`src/rtl/core/mmpq_pkg.sv`:
```
// ----------------------------------------------------------------------------
// mmpq_pkg
// Shared codes and controller/datapath interface types for the memory map
// page query block.
// ----------------------------------------------------------------------------
package mmpq_pkg;

  // Input item operation codes.
  localparam logic [2:0] FUNC_WRITE = 3'd0;
  localparam logic [2:0] FUNC_ADDR  = 3'd1;
  localparam logic [2:0] FUNC_RANGE = 3'd2;
  localparam logic [2:0] FUNC_FIRST = 3'd3;
  localparam logic [2:0] FUNC_NEXT  = 3'd4;
  localparam logic [2:0] FUNC_PREV  = 3'd5;

  // Walk modes: what each table entry is tested for during one pass.
  localparam logic [2:0] MODE_ADDR  = 3'd0;
  localparam logic [2:0] MODE_RANGE = 3'd1;
  localparam logic [2:0] MODE_FIRST = 3'd2;
  localparam logic [2:0] MODE_FITS  = 3'd3;
  localparam logic [2:0] MODE_NEXT  = 3'd4;
  localparam logic [2:0] MODE_PREV  = 3'd5;

  // Result selection codes used when a query finishes.
  localparam logic [2:0] SEL_ZERO   = 3'd0;
  localparam logic [2:0] SEL_ADDR   = 3'd1;
  localparam logic [2:0] SEL_CUR    = 3'd2;
  localparam logic [2:0] SEL_PT     = 3'd3;
  localparam logic [2:0] SEL_BEST_N = 3'd4;
  localparam logic [2:0] SEL_BEST_P = 3'd5;
  localparam logic [2:0] SEL_HIT    = 3'd6;
  localparam logic [2:0] SEL_FIRST  = 3'd7;

  // Index of the last setup step before a walk.
  localparam logic [2:0] SETUP_LAST = 3'd5;

  // Commands from the controller to the datapath.
  typedef struct packed {
    logic       load;
    logic       wr_en;
    logic       setup_en;
    logic [2:0] setup_step;
    logic       prev;
    logic       pass_start;
    logic [2:0] mode;
    logic       rd_en;
    logic       finish;
    logic [2:0] sel;
  } cmd_t;

  // Status from the datapath to the controller.
  typedef struct packed {
    logic len_zero;
    logic addr_zero;
    logic cur_ovf;
    logic cur_lt_ps;
    logic busy;
    logic hit;
  } status_t;

endpackage

```
`src/rtl/core/mmpq_ctrl.sv`:
```
// ----------------------------------------------------------------------------
// mmpq_ctrl
// Controller state machine: accepts items, sequences setup, table walks and
// the second pass of page searches, and drives the result handshake.
// ----------------------------------------------------------------------------
module mmpq_ctrl
  import mmpq_pkg::*;
#(
  parameter int TABLE_DEPTH = 64,
  parameter int AW          = 6
) (
  input  logic          clk,
  input  logic          rst_n,
  input  logic          in_valid,
  output logic          in_ready,
  input  logic [2:0]    in_func,
  input  logic          cfg_valid,
  output logic          cfg_ready,
  input  logic [6:0]    cfg_descriptor_count,
  output logic          out_valid,
  input  logic          out_ready,
  input  status_t       status,
  output cmd_t          cmd,
  output logic [AW-1:0] rd_addr
);

  localparam int CW = $clog2(TABLE_DEPTH + 1);

  localparam logic [2:0] ST_IDLE   = 3'd0;
  localparam logic [2:0] ST_SETUP  = 3'd1;
  localparam logic [2:0] ST_CHECK  = 3'd2;
  localparam logic [2:0] ST_WALK   = 3'd3;
  localparam logic [2:0] ST_DRAIN  = 3'd4;
  localparam logic [2:0] ST_FINISH = 3'd5;

  logic [2:0]    state_r, state_nxt;
  logic [2:0]    func_r, func_nxt;
  logic [2:0]    step_r, step_nxt;
  logic [2:0]    sel_r, sel_nxt;
  logic          pass_r, pass_nxt;
  logic [CW-1:0] ptr_r, ptr_nxt;
  logic [6:0]    count_r;
  logic          out_valid_r, out_valid_nxt;
  logic [CW-1:0] walk_n;
  logic          n_zero;

  // Descriptor count register.
  assign cfg_ready = 1'b1;
  always_ff @(posedge clk) begin
    if (!rst_n) begin
      count_r <= 7'd0;
    end else if (cfg_valid) begin
      count_r <= cfg_descriptor_count;
    end
  end

  // Walk length is the count clipped to the table depth.
  assign walk_n  = (32'(count_r) > TABLE_DEPTH) ? CW'(TABLE_DEPTH) : CW'(count_r);
  assign n_zero  = walk_n == '0;
  assign in_ready  = state_r == ST_IDLE;
  assign out_valid = out_valid_r;
  assign rd_addr   = ptr_r[AW-1:0];

  // Next state and commands.
  always_comb begin
    state_nxt     = state_r;
    func_nxt      = func_r;
    step_nxt      = step_r;
    sel_nxt       = sel_r;
    pass_nxt      = pass_r;
    ptr_nxt       = ptr_r;
    out_valid_nxt = out_valid_r && !out_ready;
    cmd            = '0;
    cmd.setup_step = step_r;
    cmd.prev       = func_r == FUNC_PREV;
    cmd.sel        = sel_r;
    unique case (state_r)
      ST_IDLE: begin
        if (in_valid) begin
          if (in_func == FUNC_WRITE) begin
            cmd.wr_en = 1'b1;
          end else if (in_func <= FUNC_PREV) begin
            cmd.load  = 1'b1;
            func_nxt  = in_func;
            step_nxt  = 3'd0;
            state_nxt = ST_SETUP;
          end
        end
      end
      ST_SETUP: begin
        cmd.setup_en = 1'b1;
        if (step_r == SETUP_LAST) begin
          state_nxt = ST_CHECK;
        end else begin
          step_nxt = step_r + 3'd1;
        end
      end
      ST_CHECK: begin
        pass_nxt  = 1'b0;
        ptr_nxt   = '0;
        state_nxt = ST_WALK;
        priority case (func_r)
          FUNC_ADDR: begin
            cmd.pass_start = 1'b1;
            cmd.mode       = MODE_ADDR;
          end
          FUNC_RANGE: begin
            if (status.len_zero) begin
              sel_nxt   = SEL_ZERO;
              state_nxt = ST_FINISH;
            end else begin
              cmd.pass_start = 1'b1;
              cmd.mode       = MODE_RANGE;
            end
          end
          FUNC_FIRST: begin
            cmd.pass_start = 1'b1;
            cmd.mode       = MODE_FIRST;
          end
          FUNC_NEXT: begin
            if (n_zero || status.len_zero) begin
              sel_nxt   = SEL_ADDR;
              state_nxt = ST_FINISH;
            end else if (status.cur_ovf) begin
              sel_nxt   = SEL_CUR;
              state_nxt = ST_FINISH;
            end else begin
              cmd.pass_start = 1'b1;
              cmd.mode       = MODE_FITS;
            end
          end
          default: begin
            if (n_zero || status.len_zero || status.addr_zero) begin
              sel_nxt   = SEL_ADDR;
              state_nxt = ST_FINISH;
            end else if (status.cur_lt_ps) begin
              sel_nxt   = SEL_CUR;
              state_nxt = ST_FINISH;
            end else begin
              cmd.pass_start = 1'b1;
              cmd.mode       = MODE_FITS;
            end
          end
        endcase
      end
      ST_WALK: begin
        if (ptr_r < walk_n) begin
          cmd.rd_en = 1'b1;
          ptr_nxt   = ptr_r + CW'(1);
        end else begin
          state_nxt = ST_DRAIN;
        end
      end
      ST_DRAIN: begin
        if (!status.busy) begin
          state_nxt = ST_FINISH;
          priority case (func_r)
            FUNC_ADDR, FUNC_RANGE: sel_nxt = SEL_HIT;
            FUNC_FIRST:            sel_nxt = SEL_FIRST;
            default: begin
              if (pass_r) begin
                sel_nxt = (func_r == FUNC_NEXT) ? SEL_BEST_N : SEL_BEST_P;
              end else if (status.hit) begin
                sel_nxt = SEL_PT;
              end else begin
                cmd.pass_start = 1'b1;
                cmd.mode       = (func_r == FUNC_NEXT) ? MODE_NEXT : MODE_PREV;
                pass_nxt       = 1'b1;
                ptr_nxt        = '0;
                state_nxt      = ST_WALK;
              end
            end
          endcase
        end
      end
      ST_FINISH: begin
        if (!out_valid_r || out_ready) begin
          cmd.finish    = 1'b1;
          out_valid_nxt = 1'b1;
          state_nxt     = ST_IDLE;
        end
      end
      default: state_nxt = ST_IDLE;
    endcase
  end

  // Control registers.
  always_ff @(posedge clk) begin
    if (!rst_n) begin
      state_r     <= ST_IDLE;
      out_valid_r <= 1'b0;
      func_r      <= FUNC_WRITE;
      step_r      <= 3'd0;
      sel_r       <= SEL_ZERO;
      pass_r      <= 1'b0;
      ptr_r       <= '0;
    end else begin
      state_r     <= state_nxt;
      out_valid_r <= out_valid_nxt;
      func_r      <= func_nxt;
      step_r      <= step_nxt;
      sel_r       <= sel_nxt;
      pass_r      <= pass_nxt;
      ptr_r       <= ptr_nxt;
    end
  end

endmodule

```
`config.mk`:
```
export PLATFORM = sky130hd
export DESIGN_NAME = mmpq_ctrl
export DESIGN_NICKNAME = d
export VERILOG_FILES = /design/src/rtl/core/mmpq_pkg.sv /design/src/rtl/core/mmpq_ctrl.sv
export SDC_FILE = /design/constraint.sdc
export NUM_CORES = 1
export LEC_CHECK = 0
export ABC_CLOCK_PERIOD_IN_PS = 2290
export BUFFER_PORTS_ARGS = -buffer_cell sky130_fd_sc_hd__buf_2
export CAP_MARGIN = 20
export CORE_MARGIN = 1
export CORE_UTILIZATION = 54
export DETAILED_ROUTE_END_ITERATION = 10
export HOLD_SLACK_MARGIN = 0.12
export PLACE_DENSITY = 0.8
export SKIP_CTS_REPAIR_TIMING = 1
export SLEW_MARGIN = 15
export SYNTH_ARGS = -nofsm -noshare
export SYNTH_HDL_FRONTEND = slang
export SYNTH_SLANG_ARGS = --single-unit
```
`constraint.sdc`:
```
create_clock -name clk -period 2.29 [get_ports clk]
set_input_delay 0.458 -clock clk [delete_from_list [all_inputs] [get_ports clk]]
set_output_delay 0.458 -clock clk [all_outputs]
set_load 0.03 [all_outputs]
```
# Word level (Yosys, flattened, before mapping)
# Index checks and enable logic that the tools add are counted.
[totals]
register_bits = 28
out_inout_bits = 25
in_bits = 21
elab_cells = 132
[op_classes]
n_eq_ne = 28
n_bitwise = 1
add_sub_neg = 2
order_cmp = 3
n_mux = 69
n_reduce_logical = 21
[ops]
columns = ["cell", "n"]
rows = [
  ["3-bit two-way mux", 27],
  ["7-bit two-way mux", 6],
  ["4-bit two-way mux", 9],
  ["2-bit != test (second input constant)", 12],
  ["7-bit one-hot mux with 3 select lines", 1],
  ["3-bit one-hot mux with 2 select lines", 3],
  ["3-bit one-hot mux with 3 select lines", 2],
  ["3-bit one-hot mux with 6 select lines", 1],
  ["4-bit one-hot mux with 4 select lines", 1],
  ["3-bit == test (second input constant)", 5],
  ["1-bit two-way mux", 15],
  ["7-bit AND reduction", 2],
  ["3-bit by 2-bit == test with 1-bit output (second input constant)", 4],
  ["5-bit != test (second input constant)", 2],
  ["4-bit one-hot mux with 2 select lines", 1],
  ["7-bit by 1-bit adder with 7-bit output (second input constant)", 1],
  ["7-bit > comparator (second input constant)", 1],
  ["7-bit logical NOT", 1],
  ["7-bit less-than comparator", 1],
  ["3-bit by 1-bit == test with 1-bit output (second input constant)", 2],
  ["3-bit logical NOT", 2],
  ["6-bit AND reduction", 1],
  ["5-bit AND reduction", 1],
  ["2-bit two-way mux", 2],
  ["16 further kinds", 21],
]

# Logic depth before layout (Yosys ltp)
# Gate-level depths: netlist of the first run.
[logic_depth]
word_depth = 8
ltp_mapped = 9
mapped_depth_nobuf = 8

# Least setup slack after synthesis of the first run
# No wires, ideal clock.
[synth_path]
path_type = "register to output"
start = "register func_r[1]"
end = "output cmd[5] (netlist bit)"
setup_slack_ns = -0.245
t_required_ns = 1.832
t_arrival_ns = 2.077
n_path_buf = 1
stages_incl_launch_ff = 7
path_cell_list = "dfxtp_1 > buf_6 > or3b_4 > or3_4 > o32ai_4 > a21oi_1 > o21ai_0"
[synth_lines]
columns = ["item", "line", "rtl"]
rows = [
  ["start: declaration", "mmpq_ctrl.sv:37", "logic [2:0] func_r, func_nxt;"],
  ["start signal: assignment", "mmpq_ctrl.sv:200", "func_r <= func_nxt;"],
  ["end: declaration", "mmpq_ctrl.sv:23", "output cmd_t cmd,"],
]

==> results.sh, run 1 <==
export IMPL_placeableCoreArea_um2=3416
export IMPL_status="finished with violations"
export IMPL_cts_tree="built"
export IMPL_place_inst=318
export IMPL_num_io_pins=46
export IMPL_grt_remaining_overflow=0
export IMPL_yosys_area_share_simple_pct=24.68
export IMPL_maxCapViolCount=0
export IMPL_area_delta_synth_final_pct=23.21
export IMPL_p_comb_share_pct=43.4
export IMPL_antenna_left=0
export IMPL_post_dp_hpwl_um=3252
export IMPL_grt_max_degree=17
export IMPL_hp_class="in2reg"
export IMPL_synth_area_um2=1962
export IMPL_root_buffer="clkbuf_4"
export IMPL_crit_path_cell_trace="or3b_4, or3_4, o32ai_4, nor3_2, o21ai_2, buf_6"
export IMPL_layout_worst_path_cycle_share_pct=110.0
export IMPL_row_count=21
export IMPL_synth_seq_cells=28
export IMPL_htreeDepth=1
export IMPL_die_h_um=62.28
export IMPL_critPathRequiredTime_ns=1.83
export IMPL_routed_wl_um=4524
export IMPL_setup_violations=5
export IMPL_synthMuxAreaShare_pct=7.143
export IMPL_p_sw_uw=614.1
export IMPL_yosys_area_share_adder_pct=5.740
export IMPL_hold_violations=0
export IMPL_grt_busiest_layer="met2"
export IMPL_synth_seq_area_share_pct=28.57
export IMPL_nNetsFinal=311
export IMPL_powerDensity_nw_per_um2=663.5
export IMPL_viasPerCell=5.715
export IMPL_relSlewSlack_pct=67.44
export IMPL_dieArea_um2=3878
export IMPL_drt_first_pass_iters=4
export IMPL_instances_no_fill=326
export IMPL_drt_iter0_markers=69
export IMPL_cp_slowest_cell="or3b_4"
export IMPL_cp_num_buf_inv=1
export IMPL_grt_met2_usage_pct=40.66
export IMPL_syn_avg_cell_area_um2=8.420
export IMPL_clock_path_buffers=2
export IMPL_dieWidth_um=62.28
export IMPL_grt_util_met3_pct=3.676
export IMPL_p_int_uw=989.7
export IMPL_fmax_mhz=397.0
export IMPL_ys_flop_type="dfxtp_1"
export IMPL_skew_ns=0.007372
export IMPL_switching_share_pct=38.29
export IMPL_numCtsBuffers=3
export IMPL_drc=0
export IMPL_clk_pin_slew_ns=0.16
export IMPL_cts_sinks=28
export IMPL_final_util_pct=70.77
export IMPL_ys_warn_count=0
export IMPL_drive_above_1_share_pct=37.50
export IMPL_routedWlPerCell_um=13.88
export IMPL_grt_util_all_layers_pct=23.57
export IMPL_grt_pass1_vias=1681
export IMPL_critPathTopFamily="simple AND/OR/NAND/NOR gates"
export IMPL_worst_slew_pin_slew_ns=0.4761
export IMPL_critPathKind="reg2out"
export IMPL_irDropWorstVdd_mv=0.4119
export IMPL_yosys_cell_types_count=58
export IMPL_seq_power_share_pct=35.8
export IMPL_violations="setup timing"
export IMPL_synth_xor_area_share_pct=1.339
export IMPL_fillCellCount=282
export IMPL_cp_start_kind="register"
export IMPL_setup_ws_ns=-0.2290
export IMPL_vias=1863
export IMPL_antenna_cells=0
export IMPL_p_total_uw=1604
export IMPL_p_leak_uw=0.001073
export IMPL_synth_edff_count=0
export IMPL_synthCells=233
export IMPL_arrival_ns=2.06
export IMPL_critPathMaxFanout=5
export IMPL_initial_core_util_pct=57.44
export IMPL_grt_antenna_before_repair=0
export IMPL_clkLatencyLatePin_ns=0.34
export IMPL_synth_nets=263
export IMPL_synth_compound_area_share_pct=23.34
export IMPL_met1_usage_pct=30.80
export IMPL_post_place_ws_ns=0.1192
export IMPL_grt_pass1_wl_um=7458
export IMPL_drv_slew=0
export IMPL_multiInputGateArea_um2=1290
export IMPL_finalCriticalPeriod_ns=2.519
export IMPL_slowest_delay_ns=0.40
export IMPL_clkPwrFrac_pct=20.7
export IMPL_register_area_um2=583.1
export IMPL_synth_top_family_by_area="simple AND/OR/NAND/NOR gates"
export IMPL_rsz0062_at_grt="yes"
export IMPL_io_buffers=44
export IMPL_gp_congestion=0.8719
export IMPL_endpoint_kind="output pin"
export IMPL_async_flop_share_pct=0
-- power groups by stage --
stage | clock (µW) | combinational (µW) | sequential [µW]
after global placement | 0 | 645 | 580
after floorplan | 0 | 490 | 582
final | 332 | 697 | 575
after detailed placement | 0 | 650 | 580
after CTS | 340 | 655 | 569
after global routing | 362 | 748 | 584
-- through the flow --
stage | hold slack (ns) | area (µm²) | TNS (ns)
after floorplan | 0.4575 | 1969 | 0
after detailed placement | 0.4612 | 2225 | 0
after CTS | 0.3370 | 2277 | -1.012
final | 0.3468 | 2417 | -0.4713
after global routing | 0.3530 | 2417 | -0.9844
after global placement | 0.4514 | 2225 | 0
-- registers in the layout (all words and copies together), names as in the netlist --
register and cells:
count_r 7, ptr_r 7, func_r 3, sel_r 3
state_r 3, step_r 3, out_valid 1, pass_r 1
-- routing by layer --
layer | part of all wire [%] | up-vias
li1 | - | 934
met3 | 4.2 | 5
met5 | 0 | -
met1 | 47 | 869
met2 | 48 | 55
met4 | 0.69 | 0
-- final cells by class --
class                   count  area share [%]
well taps                  46           2.381
flip-flops and latches     28           24.12
repair buffers             62           15.94
clock inverters             1           1.242
clock buffers               3          0.9317
multi-input cells         173           53.36
inverters                  13           2.019
-- layout by cell type, fill, tap and decap left out, types with 4 or more instances in the layout --
cell      Yosys  layout
nor3_1       10       9
buf_2         3      38
mux2i_1      14      14
nor2_1       21      19
a21oi_1      15      13
dfxtp_2       0       9
inv_1        12      11
clkbuf_4      0       4
nand2_1      17      17
dfxtp_1      28      16
ha_1          9       9
a311oi_1      6       5
nand2b_1     10       9
buf_6         3       4
o21ai_0      10       8
buf_4         8      19
-- cell families after synthesis --
family / Yosys count
flops: 28
buf+inv: 32
fa+ha+maj: 9
xor+xnor: 3
other cells: 1
mux: 14
compound gates: 57
simple gates: 89
-- cells in the mapped netlist (2+ instances only) --
| cell type | count | area [µm²] |
|---|---|---|
| mux2i_1 | 14 | 140.1 |
| nand2_1 | 17 | 63.81 |
| a41oi_1 | 2 | 17.52 |
| nand3_1 | 3 | 15.01 |
| xnor2_1 | 2 | 17.52 |
| nor2_1 | 21 | 78.83 |
| nand2b_1 | 10 | 62.56 |
| o211ai_1 | 3 | 22.52 |
| a311oi_1 | 6 | 52.55 |
| buf_6 | 3 | 33.78 |
| nand4_1 | 2 | 12.51 |
| buf_2 | 3 | 15.01 |
| o21a_1 | 2 | 15.01 |
| nand3b_1 | 3 | 22.52 |
| and3_1 | 3 | 18.77 |
| nor4_1 | 2 | 12.51 |
| nor2b_1 | 3 | 18.77 |
| a21oi_1 | 15 | 75.07 |
| o21ai_0 | 10 | 50.05 |
| or2b_1 | 2 | 15.01 |
| clkbuf_1 | 5 | 18.77 |
| inv_1 | 12 | 45.04 |
| dfxtp_1 | 28 | 560.5 |
| or3_1 | 4 | 25.02 |
| buf_4 | 8 | 60.06 |
| ha_1 | 9 | 112.6 |
| nor3_1 | 10 | 50.05 |
-- worst paths after layout --
kind,startpoint,slack [ns],cells after the start,end
max,func_r[0]$_SDFFE_PN0P_,-0.23,6,cmd[8]
max reg2reg,count_r[6]$_SDFFE_PN0P_,0.18,9,ptr_r[6]$_SDFFE_PN0P_
min reg2reg,sel_r[1]$_SDFFE_PN0P_,0.49,2,sel_r[1]$_SDFFE_PN0P_
min,cfg_descriptor_count[3],0.35,3,count_r[3]$_SDFFE_PN0P_
-- worst reg2reg max path: cells and delay by family (launching register included) --
family / cells / cell delay, ns
buffers and inverters: 2 / 0.26
adder cells (fa/ha/maj): 1 / 0.26
flip-flops: 1 / 0.37
AND/OR/NAND/NOR: 1 / 0.07
AO/OA/AOI/OAI: 5 / 1.06
Note: power is estimated with default switching activity, not from simulation.
==> inputs of run 2 (changes only) <==
CTS_BUF_LIST = sky130_fd_sc_hd__clkbuf_16   (was unset)
==> run 2 against run 1 <==
Net effect: the flow still finishes with violations (setup timing); critical path depth did not move; sequential share of layout area fell by 0.49 points; utilization rose by 0.84 points; non-clock buffer count did not move; combinational power fell by 0.6%; largest power group unchanged.
==> results.sh, run 2 (synthesized netlist as in run 1, its figures left out) <==
export IMPL_status="finished with violations"
export IMPL_violations="setup timing"
export IMPL_rr_startpoint="count_r[6]$_SDFFE_PN0P_"
export IMPL_hp_class="in2reg"
export IMPL_post_dp_hpwl_um=3252
export IMPL_setup_violations=2
export IMPL_dieWidth_um=62.28
export IMPL_powerDensity_nw_per_um2=730.5
export IMPL_layout_worst_path_cycle_share_pct=105.7
export IMPL_critPathKind="reg2out"
export IMPL_cp_start_kind="register"
export IMPL_slowest_delay_ns=0.40
export IMPL_dr_wl_met3_um=302
export IMPL_clkLatencyLatePin_ns=0.27
export IMPL_post_place_ws_ns=0.1192
export IMPL_num_io_pins=46
export IMPL_relSlewSlack_pct=66.01
export IMPL_grt_antenna_before_repair=0
export IMPL_crit_start="func_r[1]$_SDFFE_PN0P_"
export IMPL_hold_violations=0
export IMPL_design_area_um2=2446
export IMPL_hp_start="cfg_descriptor_count[3]"
export IMPL_cp_num_buf_inv=1
export IMPL_clk_pin_slew_ns=0.07
export IMPL_drc=0
export IMPL_cts_sinks=28
export IMPL_critPathRequiredTime_ns=1.83
export IMPL_crit_path_cell_trace="or3b_4, or3_4, o32ai_4, a21oi_2, o21ai_2, buf_6"
export IMPL_worst_slew_pin_slew_ns=0.5094
export IMPL_drive_above_1_share_pct=35.71
export IMPL_grt_pass1_vias=1761
export IMPL_viasPerCell=5.742
export IMPL_skew_ns=0.002830
export IMPL_dieArea_um2=3878
export IMPL_wl_met1_um=2122
export IMPL_row_count=21
export IMPL_grt_util_all_layers_pct=25.01
export IMPL_grt_pass1_wl_um=7817
export IMPL_routed_wl_um=4720
export IMPL_nNetsFinal=311
export IMPL_grt_remaining_overflow=0
export IMPL_routedWlPerCell_um=14.48
export IMPL_finalCriticalPeriod_ns=2.420
export IMPL_layout_common_cells="buf_2, nor2_1, dfxtp_1, buf_4, nand2_1"
export IMPL_arrival_ns=1.96
export IMPL_drt_iter0_markers=68
export IMPL_initial_core_util_pct=57.44
export IMPL_clock_path_buffers=2
export IMPL_cp_slowest_cell="or3b_4"
export IMPL_critPathTopFamily="simple AND/OR/NAND/NOR gates"
export IMPL_largestRegisters="count_r: 7 flops, ptr_r: 7 flops"
export IMPL_antenna_left=0
export IMPL_drv_slew=0
export IMPL_vias=1872
export IMPL_endpoint_kind="output pin"
export IMPL_root_buffer="clkbuf_16"
export IMPL_numCtsBuffers=3
export IMPL_htreeDepth=1
export IMPL_area_delta_synth_final_pct=24.68
export IMPL_maxCapViolCount=0
export IMPL_grt_max_degree=17
export IMPL_route_met2_wl_um=2206
export IMPL_io_buffers=44
export IMPL_critPathMaxFanout=5
export IMPL_placeableCoreArea_um2=3416
export IMPL_top_layer="met4"
export IMPL_rsz0062_at_grt="yes"
export IMPL_antenna_cells=0
export IMPL_drt_first_pass_iters=4
export IMPL_instances_no_fill=326
export IMPL_p_leak_uw=0.001089
export IMPL_irDropWorstVdd_mv=0.4528
export IMPL_final_common_cell="buf_2"
export IMPL_place_area_um2=2225
export IMPL_die_h_um=62.28
export IMPL_fmax_mhz=413.2
export IMPL_gp_congestion=0.8719
export IMPL_place_inst=318
export IMPL_cts_tree="built"
export IMPL_setup_ws_ns=-0.1302
-- run 2: stage by stage --
stage          hold slack, ns  power, µW  utilization, %  TNS (ns)
2_1_floorplan          0.4575       1072               -         0
3_3_place_gp           0.4514       1225           65.13         0
3_5_place_dp           0.4612       1230           65.13         0
4_1_cts                0.4234       1757           68.21   -0.5049
5_1_grt                0.4506       1882           71.61   -0.4911
6_report               0.4240       1787           71.61   -0.2319
-- run 2: path summary, 6_finish.rpt --
path	to	slack, ns	depth (start not counted)
min	count_r[3]$_SDFFE_PN0P_	0.42	3
min reg2reg	sel_r[2]$_SDFFE_PN0P_	0.48	2
max reg2reg	ptr_r[6]$_SDFFE_PN0P_	0.16	9
max	cmd[5]	-0.13	6
-- run 2: layout make-up --
type,instances,area (µm²)
timing repair buffer,62,375.4
multi-input combinational,173,1281
sequential,28,578.1
clock buffer,3,75.07
inverter,13,48.80
fill,275,969.7
clock inverter,1,30.03
tap,46,57.56
-- run 2: routing by layer --
metal / vias up / GRT usage, %
met5: - / 0
met4: 0 / 9.302
met3: 7 / 4.228
met2: 73 / 43.13
met1: 857 / 31.03
li1: 935 / -
-- run 2: where the power goes --
group	internal, µW	leakage, µW	switching (µW)
clock network	348	0.0000511	174
logic	276	0.000807	417
registers	527	0.000232	45.1
total	1150	0.00109	636
-- run 2: tightest hold or removal path, delay by kind of cell --
kind	cells	cell delay, ns
muxes	1	0.05
buffers and inverters	1	0.07
and+or+nand+nor	1	0.07
